## src/rtl/flow_controlled_byte_fifo_top_assert.svh

```systemverilog
// ---------------------------------------------------------------------------
// Assertion macros for the byte FIFO RTL (used by fcbf_front)
// Each macro expands to one labeled concurrent assertion on clk / rst_n.
// ---------------------------------------------------------------------------
`ifndef FLOW_CONTROLLED_BYTE_FIFO_TOP_ASSERT_SVH
`define FLOW_CONTROLLED_BYTE_FIFO_TOP_ASSERT_SVH

// Consequent must hold in the same cycle as the antecedent
`define FCBF_ASSERT_SAME(label, ante, cons, msg) \
  label: assert property (@(posedge clk) disable iff (!rst_n) (ante) |-> (cons)) \
    else $error(msg);

// Consequent must hold in the cycle after the antecedent
`define FCBF_ASSERT_NEXT(label, ante, cons, msg) \
  label: assert property (@(posedge clk) disable iff (!rst_n) (ante) |=> (cons)) \
    else $error(msg);

`endif

```

## src/rtl/fcbf_pkg.sv

```systemverilog
`timescale 1ns / 1ps
// ---------------------------------------------------------------------------
// fcbf_pkg
// Shared types and constants for the flow-controlled byte FIFO.
// ---------------------------------------------------------------------------
package fcbf_pkg;

  // Fixed field widths of the stream payloads
  localparam int BYTE_W = 8;
  localparam int LEN_W  = 13;
  localparam int CMD_W  = 3;

  // Default sizing of the top level
  localparam int DEPTH_DEF       = 4096;
  localparam int COUNT_WIDTH_DEF = 48;

  // Status queue between front and back
  localparam int QUEUE_DEPTH = 4;

  // Capacity register value after reset
  localparam logic [LEN_W-1:0] CAP_RESET = 13'd4096;

  // Input tdata: write_data, amount, zero fill to whole bytes
  localparam int IN_TDATA_W = ((BYTE_W + LEN_W + 7) / 8) * 8;

  // Command codes carried on in_tuser
  typedef enum logic [CMD_W-1:0] {
    CMD_WRITE = 3'd0,
    CMD_READ  = 3'd1,
    CMD_PEEK  = 3'd2,
    CMD_POP   = 3'd3,
    CMD_END   = 3'd4
  } fcbf_cmd_t;

  // Per-transaction status handed from front to back
  typedef struct packed {
    logic              eof;
    logic              ended;
    logic [LEN_W-1:0]  room;
    logic [LEN_W-1:0]  fill;
    logic              acc;
    logic              vld;
    logic [BYTE_W-1:0] data;
  } fcbf_stat_t;

endpackage

```

## src/rtl/fcbf_back.sv

```systemverilog
`timescale 1ns / 1ps
// ---------------------------------------------------------------------------
// fcbf_back
// Drains the status queue into the result output register and packs tdata.
// ---------------------------------------------------------------------------
module fcbf_back import fcbf_pkg::*; #(
  parameter int COUNT_WIDTH = COUNT_WIDTH_DEF
) (
  input  logic                      clk,
  input  logic                      rst_n,
  input  logic                      q_nonempty,
  input  fcbf_stat_t                q_stat,
  input  logic [COUNT_WIDTH-1:0]    q_wcnt,
  input  logic [COUNT_WIDTH-1:0]    q_rcnt,
  output logic                      q_pop,
  output logic                      out_tvalid,
  input  logic                      out_tready,
  output logic [((BYTE_W + 2 * LEN_W + 3 + 2 * COUNT_WIDTH + 7) / 8) * 8 - 1:0] out_tdata,
  output logic                      out_tuser
);

  // byte, accepted, fill, room, ended, at_eof, two counts
  localparam int USED_W = BYTE_W + 1 + 2 * LEN_W + 2 + 2 * COUNT_WIDTH;
  localparam int TDW    = ((BYTE_W + 2 * LEN_W + 3 + 2 * COUNT_WIDTH + 7) / 8) * 8;
  localparam int PAD_W  = TDW - USED_W;

  logic           vld_r;
  logic [TDW-1:0] data_r, data_nxt;
  logic           user_r;

  // Refill the output register when it is empty or being taken
  assign q_pop = q_nonempty && (!vld_r || out_tready);

  assign data_nxt = {{PAD_W{1'b0}}, q_rcnt, q_wcnt, q_stat.eof, q_stat.ended,
                     q_stat.room, q_stat.fill, q_stat.acc, q_stat.data};

  // Control
  always_ff @(posedge clk) begin
    if (!rst_n) begin
      vld_r <= 1'b0;
    end else if (q_pop) begin
      vld_r <= 1'b1;
    end else if (out_tready) begin
      vld_r <= 1'b0;
    end
  end

  // Payload
  always_ff @(posedge clk) begin
    if (q_pop) begin
      data_r <= data_nxt;
      user_r <= q_stat.vld;
    end
  end

  assign out_tvalid = vld_r;
  assign out_tdata  = data_r;
  assign out_tuser  = user_r;

endmodule

```

## config.mk

```make
export PLATFORM = sky130hd
export DESIGN_NAME = fcbf_back
export DESIGN_NICKNAME = d
export VERILOG_FILES = /design/src/rtl/flow_controlled_byte_fifo_top_assert.svh /design/src/rtl/fcbf_pkg.sv /design/src/rtl/fcbf_back.sv
export SDC_FILE = /design/constraint.sdc
export NUM_CORES = 1
export LEC_CHECK = 0
export BUFFER_PORTS_ARGS = -buffer_cell sky130_fd_sc_hd__buf_2
export CELL_PAD_IN_SITES_DETAIL_PLACEMENT = 2
export CELL_PAD_IN_SITES_GLOBAL_PLACEMENT = 2
export CORE_MARGIN = 1.5
export CORE_UTILIZATION = 25
export CTS_BUF_LIST = sky130_fd_sc_hd__clkbuf_4 sky130_fd_sc_hd__clkbuf_8
export CTS_CLUSTER_DIAMETER = 30
export DETAILED_ROUTE_END_ITERATION = 10
export GPL_TIMING_DRIVEN = 0
export HOLD_SLACK_MARGIN = 0.1
export PLACE_DENSITY = 0.79
export SYNTH_ARGS = -nofsm -noshare
export SYNTH_HDL_FRONTEND = slang
export SYNTH_SLANG_ARGS = --single-unit
```

## constraint.sdc

```tcl
create_clock -name clk -period 6.8 [get_ports clk]
set_input_delay 0.34 -clock clk [delete_from_list [all_inputs] [get_ports clk]]
set_output_delay 0.34 -clock clk [all_outputs]
set_load 0.05 [all_outputs]
```

==> flow_summary.ini, run 1 <==
[clock_tree]
cts_htree_levels = 4
cts.sinks = 135
ctsHoldBuffers = 136
ctsRootBufferMaster = clkbuf_8
cts_buffer_depth = 2
cts_setup_buffers = 0
post_cts_resized = 0
cts-buffers-inserted = 17

[yosys]
async_reset_ff_share_pct = 0
synth.most_common_cell = edfxtp_1
netlist_top_cells_count = 134 x edfxtp_1, 3 x buf_4
synth_seq_cells = 135
synthFlopType = edfxtp_1
synth_warnings = 0
synth_top_area_share_pct = 98.2
syn_area_per_cell_um2 = 28.9
synth_cells = 142
synth_area_um2 = 4100
ys_seq_area_share_pct = 98.7
synth_edf_count = 134
synth_area_leaders = edfxtp_1 98%, buf_4 0.55%, dfxtp_1 0.49%
yosys.area.top_type = edfxtp_1
ys_types = 7

[placement]
dp_slack_ns = 5.11
portBuffers = 273
gp_congestion = 0.675
dpl.hpwl_um = 9480
dp_cells = 637

[run_status]
error = [ERROR RSZ-0060] Max buffer count reached.
status = did not finish
stop_stage = 4_1_cts

[die]
io_pins = 277
die-height_um = 131
die_w_um = 131
std_cell_rows = 46
start_util_pct = 25.7
-- through the flow --
step | util [%] | instance area, um2
after detailed placement | 36.6 | 5830
after global placement | 36.0 | 5740
after floorplan | - | 4110
-- cell families after synthesis --
logic type             Yosys count  share of synthesized area, %
buffers and inverters            3                         0.550
and+or+nand+nor                  2                         0.489
AOI/OAI and AO/OA                1                         0.183
other                            1                        0.0915
DFF                            135                          98.7
==> run 2, diff against run 1 <==
Settings changed: CELL_PAD_IN_SITES_DETAIL_PLACEMENT 2 to default, CELL_PAD_IN_SITES_GLOBAL_PLACEMENT 2 to default, CORE_UTILIZATION 25 to 35, CTS_BUF_LIST sky130_fd_sc_hd__clkbuf_4 sky130_fd_sc_hd__clkbuf_8 to default, CTS_CLUSTER_DIAMETER 30 to default, HOLD_SLACK_MARGIN 0.1 to default, PLACE_DENSITY 0.79 to default, PLACE_DENSITY_LB_ADDON from default to 0.15.
Clock period 6.8 ns to 8.8 ns, I/O delays scaled along.
==> flow_summary.ini, run 2 <==
[setup_path]
cp.depth = 4
path_cells = nor2b_4 -> nor2b_4 -> buf_16 -> buf_2
start_kind = register
crit_start = out_tvalid
cp_top_family = simple AND/OR/NAND/NOR gates
end_kind = primary output
worst_path_most_repeated_cell = nor2b_4
crit_type = register to primary output
r2r-start = out_tvalid
critPathBufInv = 2
reg2regPathDepth = 4
required_ns = 8.36
critPathMaxStageDelay_ns = 0.54
cp_slowest_cell = nor2b_4
cp_max_fo = 25
crit_arrival_ns = 1.94

[yosys]
synthMuxAreaShare_pct = 0
synth_area_leaders = edfxtp_1 98%, buf_4 0.55%, dfxtp_1 0.49%
ys_seq_area_share_pct = 98.7
synth_top_area_share_pct = 98.2
async_reset_ff_share_pct = 0
synth_compound_area_share_pct = 0.183
synth_top_family_by_area = buffers and inverters
netlist_top_cells_count = 134 x edfxtp_1, 3 x buf_4
syn_area_per_cell_um2 = 28.9
synthSimpleGateAreaFrac_pct = 0.489
synth_edf_count = 134
ys_types = 7
synth_warnings = 0
yosys.area_share.xor_xnor_pct = 0
synthFlopType = edfxtp_1
synth_seq_cells = 135
synth_adder_area_share_pct = 0
synth.most_common_cell = edfxtp_1
synth_area_um2 = 4100
yosys.area.top_type = edfxtp_1
synth_cells = 142

[grt]
grt_pass1_vias = 2623
grt_pass1_wl_um = 14000
antenna_found_initial = 0
grt.overflow.total = 0
grt_max_degree = 37
grtUsageTotal_pct = 15.8

[drt]
drt-met1-wl_um = 3370
wl_met3_um = 1300
dr_total_vias = 2547
drt_pass1_iterations = 4
final_antenna_net_count = 0
drt_iter0_markers = 110
wire_per_inst_um = 16.1
post-route-drc-count = 0
routed_wl_um = 9590
highest_layer = met4
vias_per_cell = 4.28
met2WireLength_um = 4730

[min_path]
min_path_type = primary input to register
min_path_cells = 1
worstHoldStart = q_wcnt[1]

[die]
io_pins = 277
start_util_pct = 35.9
die_w_um = 111
core-area_um2 = 11400
std_cell_rows = 39
dieArea_um2 = 12400
die-height_um = 111

[pwr]
vdd_ir_drop_max_mv = 0.165
p_leak_nw = 2.72
power_mw = 1.61
powerDensity_nw_per_um2 = 256

[clock_tree]
path_clk_slew_ns = 0.06
post_cts_resized = 0
cts_tree = yes
cts_htree_levels = 4
cts_setup_buffers = 0
clock_latency_ns = 0.41
ctsRootBufferMaster = clkbuf_16
cts-buffers-inserted = 17
ctsHoldBuffers = 0
cts_buffer_depth = 2
cts.sinks = 135

[placement]
dpl.hpwl_um = 7090
portBuffers = 273
dp_slack_ns = 6.66
gp_congestion = 0.711

[cells_and_area]
layout_common_cells = 273 x buf_2, 134 x edfxtp_1, 17 x clkbuf_16, 7 x clkinv_2
multi_input_area_um2 = 46.3
largest_reg_flops = 133
final_common_cell = buf_2
fill_cells = 982
area_delta_synth_final_pct = 52.9
nets = 578
antennaDiodeCount = 0
seq_area_um2 = 4040
layout-drive-gt1-share_pct = 68.4

[run]
maxCapViolations = 0

[run_status]
status = finished clean

[sta]
max_slew_margin_pct = 54.7
finalCriticalPeriod_ns = 2.38
tns_ns = 0
setup_slack_ns = 6.42
skew_ns = 0.00287
setup_viol = 0
fmax_ghz = 0.420
hold_viol = 0
rsz0062_at_grt = false
fin_crit_sh_pct = 27.1
worst_pin_slew_ns = 0.678
final_max_slew_viol_count = 0
## run 2: cell counts after synthesis
No cell type changed its count.
## run 2: path summary, 6_finish.rpt
path	slack (ns)	endpoint
worst max-delay path	6.42	q_pop
worst min-delay path	0.20	out_tdata[38]
worst max register to register	6.98	out_tdata[117]
worst min register to register	0.63	out_tvalid
## run 2: worst register-to-register path: stages (launching register included)
cell,delay (ns)
dfxtp_1,0.31
nor2b_4,0.13
nor2b_4,0.54
buf_12,0.27
buf_12,0.24
## run 2: kinds of logic after synthesis
| family | Yosys count |
|---|---|
| flops | 135 |
| compound gates | 1 |
| other cells | 1 |
| buf+inv | 3 |
| simple gates | 2 |
## run 2: where the power goes
group | internal [mW] | switching, mW | total [mW]
combinational | 0.0513 | 0.170 | 0.221
sequential | 0.753 | 0.00818 | 0.761
clock | 0.380 | 0.244 | 0.624
## run 2: per-stage QoR
| step | cell area (um2) | hold slack (ns) | util [%] | cells |
|---|---|---|---|---|
| final | 6270 | 0.201 | 54.9 | 595 |
| after global routing | 6270 | 0.178 | 54.9 | 595 |
| after CTS | 6270 | 0.178 | 54.9 | 595 |
| after detailed placement | 5750 | 0.618 | 50.3 | 564 |
| after global placement | 5650 | 0.570 | 49.5 | 560 |
| after floorplan | 4110 | 0.539 | - | 144 |
## run 2: per-layer routing
metal,GRT usage [%],vias to the layer above
met4,8.19,0
met5,0,-
li1,-,1164
met1,15.8,1190
met2,25.4,177
met3,10.2,16
## run 2: cell type report
cell class                 instances  share of cell area (%)
tap                              143                    2.86
buffer                             3                   0.359
timing repair buffer             277                    23.2
clock inverter                    12                    1.40
multi-input combinational          6                   0.739
sequential                       135                    64.5
clock buffer                      19                    6.91
No activity file was read; power rests on OpenSTA's default activity.
