[src/rtl/flow_controlled_byte_fifo_top_assert.svh]
// ---------------------------------------------------------------------------
// Assertion macros for the byte FIFO RTL (used by fcbf_front)
// Each macro expands to one labeled concurrent assertion on clk / rst_n.
// ---------------------------------------------------------------------------
`ifndef FLOW_CONTROLLED_BYTE_FIFO_TOP_ASSERT_SVH
`define FLOW_CONTROLLED_BYTE_FIFO_TOP_ASSERT_SVH

// Consequent must hold in the same cycle as the antecedent
`define FCBF_ASSERT_SAME(label, ante, cons, msg) \
  label: assert property (@(posedge clk) disable iff (!rst_n) (ante) |-> (cons)) \
    else $error(msg);

// Consequent must hold in the cycle after the antecedent
`define FCBF_ASSERT_NEXT(label, ante, cons, msg) \
  label: assert property (@(posedge clk) disable iff (!rst_n) (ante) |=> (cons)) \
    else $error(msg);

`endif

[src/rtl/fcbf_queue.sv]
`timescale 1ns / 1ps
// ---------------------------------------------------------------------------
// fcbf_queue
// Small first-word-fall-through queue decoupling front from back.
// ---------------------------------------------------------------------------
module fcbf_queue #(
  parameter int WIDTH = 8,
  parameter int DEPTH = 4
) (
  input  logic                       clk,
  input  logic                       rst_n,
  input  logic                       push,
  input  logic [WIDTH-1:0]           din,
  input  logic                       pop,
  output logic [WIDTH-1:0]           dout,
  output logic [$clog2(DEPTH+1)-1:0] count
);

  localparam int PW = $clog2(DEPTH);
  localparam int CW = $clog2(DEPTH + 1);

  logic [WIDTH-1:0] slot_r [DEPTH];
  logic [PW-1:0]    wptr_r, rptr_r;
  logic [CW-1:0]    count_r;

  // Entry storage
  always_ff @(posedge clk) begin
    if (push) begin
      slot_r[wptr_r] <= din;
    end
  end

  // Pointers and occupancy
  always_ff @(posedge clk) begin
    if (!rst_n) begin
      wptr_r  <= '0;
      rptr_r  <= '0;
      count_r <= '0;
    end else begin
      if (push) begin
        wptr_r <= (wptr_r == PW'(DEPTH - 1)) ? '0 : wptr_r + PW'(1);
      end
      if (pop) begin
        rptr_r <= (rptr_r == PW'(DEPTH - 1)) ? '0 : rptr_r + PW'(1);
      end
      case ({push, pop})
        2'b10:   count_r <= count_r + CW'(1);
        2'b01:   count_r <= count_r - CW'(1);
        default: count_r <= count_r;
      endcase
    end
  end

  assign dout  = slot_r[rptr_r];
  assign count = count_r;

endmodule

[config.mk]
export PLATFORM = sky130hd
export DESIGN_NAME = fcbf_queue
export DESIGN_NICKNAME = d
export VERILOG_FILES = /design/src/rtl/flow_controlled_byte_fifo_top_assert.svh /design/src/rtl/fcbf_queue.sv
export SDC_FILE = /design/constraint.sdc
export NUM_CORES = 1
export LEC_CHECK = 0
export BUFFER_PORTS_ARGS = -buffer_cell sky130_fd_sc_hd__buf_2
export CORE_UTILIZATION = 45
export DETAILED_ROUTE_END_ITERATION = 6
export GPL_TIMING_DRIVEN = 0
export HOLD_SLACK_MARGIN = 0.02
export PLACE_DENSITY = 0.65
export SETUP_SLACK_MARGIN = 0.15
export SYNTH_ARGS = -nofsm -noshare
export SYNTH_HDL_FRONTEND = slang
export SYNTH_SLANG_ARGS = --single-unit
[constraint.sdc]
create_clock -name clk -period 2.08 [get_ports clk]
set_input_delay 0.416 -clock clk [delete_from_list [all_inputs] [get_ports clk]]
set_output_delay 0.416 -clock clk [all_outputs]
set_load 0.01 [all_outputs]
# Word level (Yosys, flattened, before mapping)

Memory sizes are Yosys's and may differ from the RTL's. A register that Yosys moved wholly into a read port is not among the register bits.
Index checks and enable logic that the tools add are counted.

Flip-flop bits (word level): 7
RAM bits: 32
Bits of input ports: 12
Output and inout bits: 11
Logic and storage cells: 20
Memories kept: 1

$add $sub $neg: 4
Equality and inequality tests: 4
Muxes and demuxes: 7
Reduce and logical (&&, ||, !) cells: 1

Memory list:

| name   | words | width | read ports | clocked after Yosys merged registers in | write ports | RTL line         | source |
|---|---|---|---|---|---|---|---|
| slot_r | 4     | 8     | 1          | 1                                       | 1           | fcbf_queue.sv:22 | `logic [WIDTH-1:0] slot_r [DEPTH];` |

Operator list:

| cell                  | count |
|---|---|
| $mux W2               | 4 |
| $eq A2 B2 Y1 const B  | 3 |
| $pmux W3 S2           | 1 |
| $add A2 B1 Y2 const B | 2 |
| $add A3 B1 Y3 const B | 1 |
| $sub A3 B1 Y3 const B | 1 |
| $eq A2 B1 Y1 const B  | 1 |
| $mux W1               | 2 |
| $reduce_bool A2 Y1    | 1 |

# Logic depth before layout (Yosys ltp)

Gate-level depths: netlist of the first run.

Depth in word-level cells: 4
Gate-level depth with buffers: 6
Depth with buffers taken out: 6

# Worst setup path before layout of the first run

OpenSTA, ideal clock, no wires.

Path type: in2reg
From: input port push
To: register count_r[2], in the netlist count[2]
Library setup time: 0.070 ns
Arrival time: 1.589 ns
Path slack: 0.421 ns
Stages on the path: 6
Cells stage by stage: inv_1 > ha_1 > fa_1 > xnor2_1 > or3_1 > a21boi_1

Cells in the longest elaborated chain, start to end: 2
Elaborated cells on any way between the ends: 4

RTL lines:

| item                                              | RTL line         | source |
|---|---|---|
| start, declared                                   | fcbf_queue.sv:12 | `input logic push,` |
| $eq A2 B1 Y1 or $eq A2 B2 Y1 (tied branches)      | fcbf_queue.sv:46 | `case ({push, pop})` |
| $pmux W3 S2 or $reduce_bool A2 Y1 (tied branches) | -                |  |
| end signal, assigned                              | fcbf_queue.sv:47 | `2'b10: count_r <= count_r + CW'(1);` |
| end signal, assigned                              | fcbf_queue.sv:48 | `2'b01: count_r <= count_r - CW'(1);` |
| end signal, assigned                              | fcbf_queue.sv:49 | `default: count_r <= count_r;` |
| end, declared                                     | fcbf_queue.sv:24 | `logic [CW-1:0] count_r;` |

Several ways; a longest one is shown, not always the timed one.
A chain may end at the register's enable or synchronous reset.

==> flow_summary.ini, run 1 <==
[outcome]
run_status = finished, final reports clean

[clocking]
clkSinkCount = 41
cts.repair_timing.setup_buffer_count = 0
clkSlewWorstSetupHoldPaths_ns = 0.13
clock_tree.root_cell = clkbuf_4
tritoncts.num_buffers = 5
clkLatencyLatePin_ns = 0.35
cts_tree = yes
clock_tree.htree_level_count = 2
max-clock-path-buffers = 2

[worst_hold_path]
worst_hold_path_type = in -> reg
hold_path.startpoint = din[3]
min_to = slot_r[0][3]$_DFFE_PP_
timing.hold.worst_path_depth = 1

[sta]
setup_viol = 0
finalMaxSlewViolations = 0
timing.slew.headroom = 0.700
setup_total_negative_slack_ns = 0
fin_worst_hold_slack_ns = 0.271
layout_min_cycle_time_ns = 1.91
unrepaired_setup_endpoints_after_global_routing = true
min_period_over_period = 0.920
final.setup_skew_ns = 0.0144
final_worst_setup_slack_ns = 0.165
hold_vio_cnt_final = 0
clock.fmax_mhz = 522
worst_slew_pin_slew_ns = 0.451

[worst_setup_path]
worstPathBufferInverterCount = 2
worst-path-stages = 3
max_stage_delay_ns = 0.50
worst-r2r-setup-slack_ns = 0.62
crit_fanout = 8
critPathArrivalTime_ns = 1.50
reg2regPathDepth = 4
worst_r2r_endpoint = count[2]$_SDFFE_PN0P_
cells_along_the_critical_path = buf_12, mux4_2, buf_6
crit_path_start_kind = flop
timing.critical_path.slowest_stage_cell = mux4_2
path_class = reg -> out
timing.critical_path.required_ns = 1.66
worst_r2r_startpoint = count[0]$_SDFFE_PN0P_
path_delay_family = multiplexers
setup.worst_path.end_class = output pin

[synth]
synthesis.instances = 83
synth_flop_cell = edfxtp_1
synth_compound_area_frac = 0.0156
ys_seq_area_frac = 0.713
synth_net_count = 102
post_synth_and_or_nand_nor_area_fraction = 0.0524
syn_avg_cell_area_um2 = 19.3
netlist-cell-type-count = 18
yosys_warnings = 0
synth_enable_flop_cells = 32
synth_adder_area_share = 0.0594
synth_area_um2 = 1600
synth_top_family_by_area = multiplexers
number_of_flip_flops_and_latches_in_the_synthesized_netlist = 41
synth.area.mux_share = 0.131
asyncSetResetFlopFracSynth = 0
yosys.area_share.xor_xnor = 0.0109

[finish]
num_antenna_cells = 0
finalInstanceArea_um2 = 1910
nets = 131
final_cells = 159
layout_cell_share_with_drive_strength_beyond_1 = 0.363
areaGrowthSynthToFinish_pct = 19.1

[power_and_ir_drop]
power-per-cell-area_nw_per_um2 = 889
leakage_power_nw = 0.701
ir_worst_vdd_v = 0.000410

[grt]
grt_pass1_wl_um = 3550
antenna_violations_before_repair = 0
grtUsageTotal = 0.142
globalRouteOverflowTotal = 0
grt_start_max_net_pins = 15
number_of_global_route_vias_before_repair = 741

[floorplan]
fp-row-count = 21
floorplan.die_area_um2 = 3800
design.portCount = 23
chipHeight_um = 61.6
initial_core_util = 0.476
core_area_um2 = 3360
die_w_um = 61.6

[placed_design]
placed_cells_incl_taps = 151
portBuffers = 22
dp.final_hpwl_um = 1650
routabilityCongestion = 0.669
post_placement_setup_slack_ns = 0.175
placedInstanceArea_um2 = 1770

[route]
drt_pre_antenna_iters = 4
route.vias.total = 779
post_drt_via_cell_ratio = 4.90
drt-total-wl_um = 2390
post_drt_wl_per_cell_um = 15.0
remaining_drc_errors = 0
drt_iter0_markers = 35
ant_nets = 0

[job]
cap_viol_max_count = 0
-- metal layers --
layer	vias to the layer above	wire length (um)	GRT usage
met3	6	153	0.0609
met4	0	61	0.0857
met1	372	955	0.158
met5	-	0	0
met2	22	1220	0.227
li1	379	-	-
-- state kept, by name (all words and copies together), names as in the netlist, named ones only --
register,count
count,3
rptr_r,2
slot_r,32
wptr_r,2
-- cell type report --
class                           count  area (um^2)
Sequential cell                    41         1140
Timing Repair Buffer               22          141
Clock buffer                        7         87.6
Multi-Input combinational cell     37          432
Fill cell                         304         1460
Inverter                            3         11.3
Tap cell                           46         57.6
Buffer                              2         25.0
Clock inverter                      1         8.76
-- report_power, final --
group	leakage [nW]	total, mW	internal [mW]	switching, mW
Combinational	0.281	0.197	0.107	0.0906
Sequential	0.368	0.946	0.926	0.0203
Clock	0.0522	0.550	0.282	0.268
Total	0.701	1.69	1.31	0.379
-- worst max path at each step --
| stage | from | to | slack, ns |
|---|---|---|---|
| 2_1_floorplan | push | count[2]$_SDFFE_PN0P_ | 0.42 |
| 4_1_cts | flop | dout[2] | 0.12 |
| 5_1_grt | flop | dout[7] | 0.08 |
| 3_3_place_gp | push | count[2]$_SDFFE_PN0P_ | 0.22 |
| 3_5_place_dp | push | count[2]$_SDFFE_PN0P_ | 0.17 |
| 6_report | flop | dout[2] | 0.17 |
-- per-stage QoR --
step	power, mW	utilization
2_1_floorplan	1.08	-
3_3_place_gp	1.13	0.526
3_5_place_dp	1.15	0.526
4_1_cts	1.70	0.556
5_1_grt	1.77	0.567
6_report	1.69	0.567
-- layout by cell type (no fill, tap or decap) --
cell type  netlist  routed
buf_6            1       5
inv_6            0       1
mux2i_1          3       3
buf_2            0      17
fa_1             1       1
o21a_1           1       1
a21oi_1          1       1
buf_12           0       1
nor3b_1          2       2
dfxtp_1          9       8
inv_1            3       3
o21ai_0          1       1
clkbuf_16        0       2
xnor2_1          2       2
nor2b_1          5       5
clkbuf_2         1       1
clkbuf_4         0       5
or3_1            1       1
ha_1             6       6
a21boi_1         1       1
dfxtp_2          0       1
and2_1           5       5
mux4_2           8       8
edfxtp_1        32      32
-- repair_timing --
action,CTS,global route
hold buffers,0,0
pin swaps,0,0
resized for setup,2,6
hold endpoints to repair,0,0
setup endpoints to repair,8,8
-- synthesized netlist by cell type (all sizes together), types with 2 or more instances --
master  count  share of area
nor3b       2         0.0094
dfxtp       9           0.11
xnor2       2          0.011
mux2i       3          0.019
edfxtp     32           0.60
and2        5          0.020
ha          6          0.047
nor2b       5          0.020
mux4        8           0.11
inv         3         0.0070
-- logic make-up after synthesis --
group / count (synthesis)
and+or+nand+nor: 13
adders and majority gates: 7
DFF: 41
muxes: 11
xor gates and xnor gates: 2
buffers and inverters: 5
AOI/OAI and AO/OA: 4
No activity file was read; power rests on OpenSTA's default activity.
==> run 2, diff against run 1 <==
--- a/config.mk
+++ b/config.mk
@@ -6,11 +6,12 @@
 export NUM_CORES = 1
 export LEC_CHECK = 0
 export BUFFER_PORTS_ARGS = -buffer_cell sky130_fd_sc_hd__buf_2
-export CORE_UTILIZATION = 45
+export CORE_UTILIZATION = 46
 export DETAILED_ROUTE_END_ITERATION = 6
 export GPL_TIMING_DRIVEN = 0
 export HOLD_SLACK_MARGIN = 0.02
-export PLACE_DENSITY = 0.65
+export PLACE_DENSITY = 0.66
+export RECOVER_POWER = 50
 export SETUP_SLACK_MARGIN = 0.15
 export SYNTH_ARGS = -nofsm -noshare
 export SYNTH_HDL_FRONTEND = slang
==> flow_summary.ini, run 2 (synthesis gave the netlist of run 1 again) <==
[clocking]
clock_tree.htree_level_count = 2
max-clock-path-buffers = 2
clkSlewWorstSetupHoldPaths_ns = 0.13
clkLatencyLatePin_ns = 0.35
clock_tree.root_cell = clkbuf_4
tritoncts.num_buffers = 5
ctsHoldBuffers = 0
clkSinkCount = 41
cts_tree = yes

[sta]
hold_vio_cnt_final = 0
finalMaxSlewViolations = 0
layout_min_cycle_time_ns = 1.91
clock.fmax_mhz = 523
fin_worst_hold_slack_ns = 0.316
unrepaired_setup_endpoints_after_global_routing = true
setup_total_negative_slack_ns = 0
worst_slew_pin_slew_ns = 0.436
min_period_over_period = 0.920
setup_viol = 0
timing.slew.headroom = 0.710
final.setup_skew_ns = 0.0122

[grt]
grtUsageTotal = 0.139
number_of_global_route_vias_before_repair = 778
grt_start_max_net_pins = 15
grt_pass1_wl_um = 3450
globalRouteOverflowTotal = 0
antenna_violations_before_repair = 0

[worst_hold_path]
timing.hold.worst_path_depth = 1
min_to = slot_r[3][7]$_DFFE_PP_
worst_hold_path_type = in -> reg
hold_path.startpoint = din[7]

[power_and_ir_drop]
total_switching_power_uw = 370
comb_power_share = 0.121
fraction_of_power_consumed_by_sequential_logic = 0.570
p_sw_frac = 0.223
power_internal_mw = 1.29
ir_worst_vdd_v = 0.000436
clock_power_share = 0.309
power-per-cell-area_nw_per_um2 = 877
leakage_power_nw = 0.662

[worst_setup_path]
path_delay_family = multiplexers
worst-path-stages = 3
max_stage_delay_ns = 0.52
timing.critical_path.required_ns = 1.66
worstPathBufferInverterCount = 2
path_class = reg -> out
worst-r2r-setup-slack_ns = 0.65
worst_r2r_endpoint = count[2]$_SDFFE_PN0P_
crit_path_start_kind = flop
timing.critical_path.slowest_stage_cell = mux4_2
setup.worst_path.end_class = output pin
critPathArrivalTime_ns = 1.50
reg2regPathDepth = 4
crit_fanout = 8
worst_r2r_startpoint = count[0]$_SDFFE_PN0P_
cells_along_the_critical_path = buf_12, mux4_2, buf_6

[finish]
num_antenna_cells = 0
layout_filler_cell_count = 273
final_cell_mix = 32 x edfxtp_1, 11 x clkbuf_1, 8 x mux4_2, 8 x dfxtp_1, 7 x buf_6
seqCellArea_um2 = 1140
largest_reg_flops = 32
finalInstanceArea_um2 = 1890
final_cells = 159
areaGrowthSynthToFinish_pct = 18.2
regMostFlops = slot_r
mostFrequentLayoutCell = edfxtp_1
layout_cell_share_with_drive_strength_beyond_1 = 0.265
multi_input_comb_area_um2 = 432
nets = 131

[floorplan]
initial_core_util = 0.480
die_w_um = 61.0
floorplan.die_area_um2 = 3720
design.portCount = 23
fp-row-count = 21
core_area_um2 = 3340
chipHeight_um = 61.0

[placed_design]
dp.final_hpwl_um = 1620
placed_cells_incl_taps = 151
placedInstanceArea_um2 = 1770
portBuffers = 22
routabilityCongestion = 0.615

[job]
cap_viol_max_count = 0

[route]
remaining_drc_errors = 0
drt_iter0_markers = 38
drt_pre_antenna_iters = 4
route.vias.total = 784
ant_nets = 0
drt-total-wl_um = 2280
post_drt_via_cell_ratio = 4.93
post_drt_wl_per_cell_um = 14.3

[outcome]
run_status = finished, final reports clean
[run 2: final cells by class]
cell class | count | area share
Buffer | 2 | 0.0132
Clock inverter | 3 | 0.0245
Clock buffer | 5 | 0.0198
Inverter | 3 | 0.00595
Tap cell | 46 | 0.0304
Multi-Input combinational cell | 37 | 0.228
Sequential cell | 41 | 0.604
Timing Repair Buffer | 22 | 0.0741
[run 2: worst max-delay path by stage]
stage,startpoint,end
floorplan,push,count[2]$_SDFFE_PN0P_
finish,flop,dout[0]
detailed placement,push,count[2]$_SDFFE_PN0P_
CTS,flop,dout[0]
global route,flop,dout[5]
global placement,push,count[2]$_SDFFE_PN0P_
[run 2: per-stage QoR]
step | utilization | power [mW] | worst slack [ns]
3_3_place_gp | 0.530 | 1.14 | 0.194
2_1_floorplan | - | 1.08 | 0.421
5_1_grt | 0.567 | 1.73 | 0.110
3_5_place_dp | 0.530 | 1.15 | 0.169
6_report | 0.567 | 1.66 | 0.167
4_1_cts | 0.562 | 1.66 | 0.146
[run 2: timing repair]
action,CTS,global route
endpoints found under the setup margin,8,8
buffers inserted,0,0
resized for setup,5,5
gates cloned,0,0
[run 2: per-layer routing]
layer	track usage	routed length, um
met5	0	0
met4	0.0682	36
met3	0.0448	91
met2	0.257	1190
met1	0.140	956
[run 2: worst reg2reg max path: cells and delay by family (launching register included)]
kind | cells | cell delay, ns
AOI/OAI and AO/OA | 1 | 0.13
xor gates and xnor gates | 1 | 0.14
adders and majority gates | 1 | 0.44
and+or+nand+nor | 1 | 0.30
DFF | 1 | 0.36
[run 2: power by group through the flow]
stage | combinational, mW | clock (mW) | sequential (mW)
floorplan | 0.111 | 0 | 0.965
global placement | 0.177 | 0 | 0.962
detailed placement | 0.183 | 0 | 0.964
CTS | 0.193 | 0.523 | 0.946
global route | 0.226 | 0.551 | 0.950
finish | 0.201 | 0.512 | 0.945
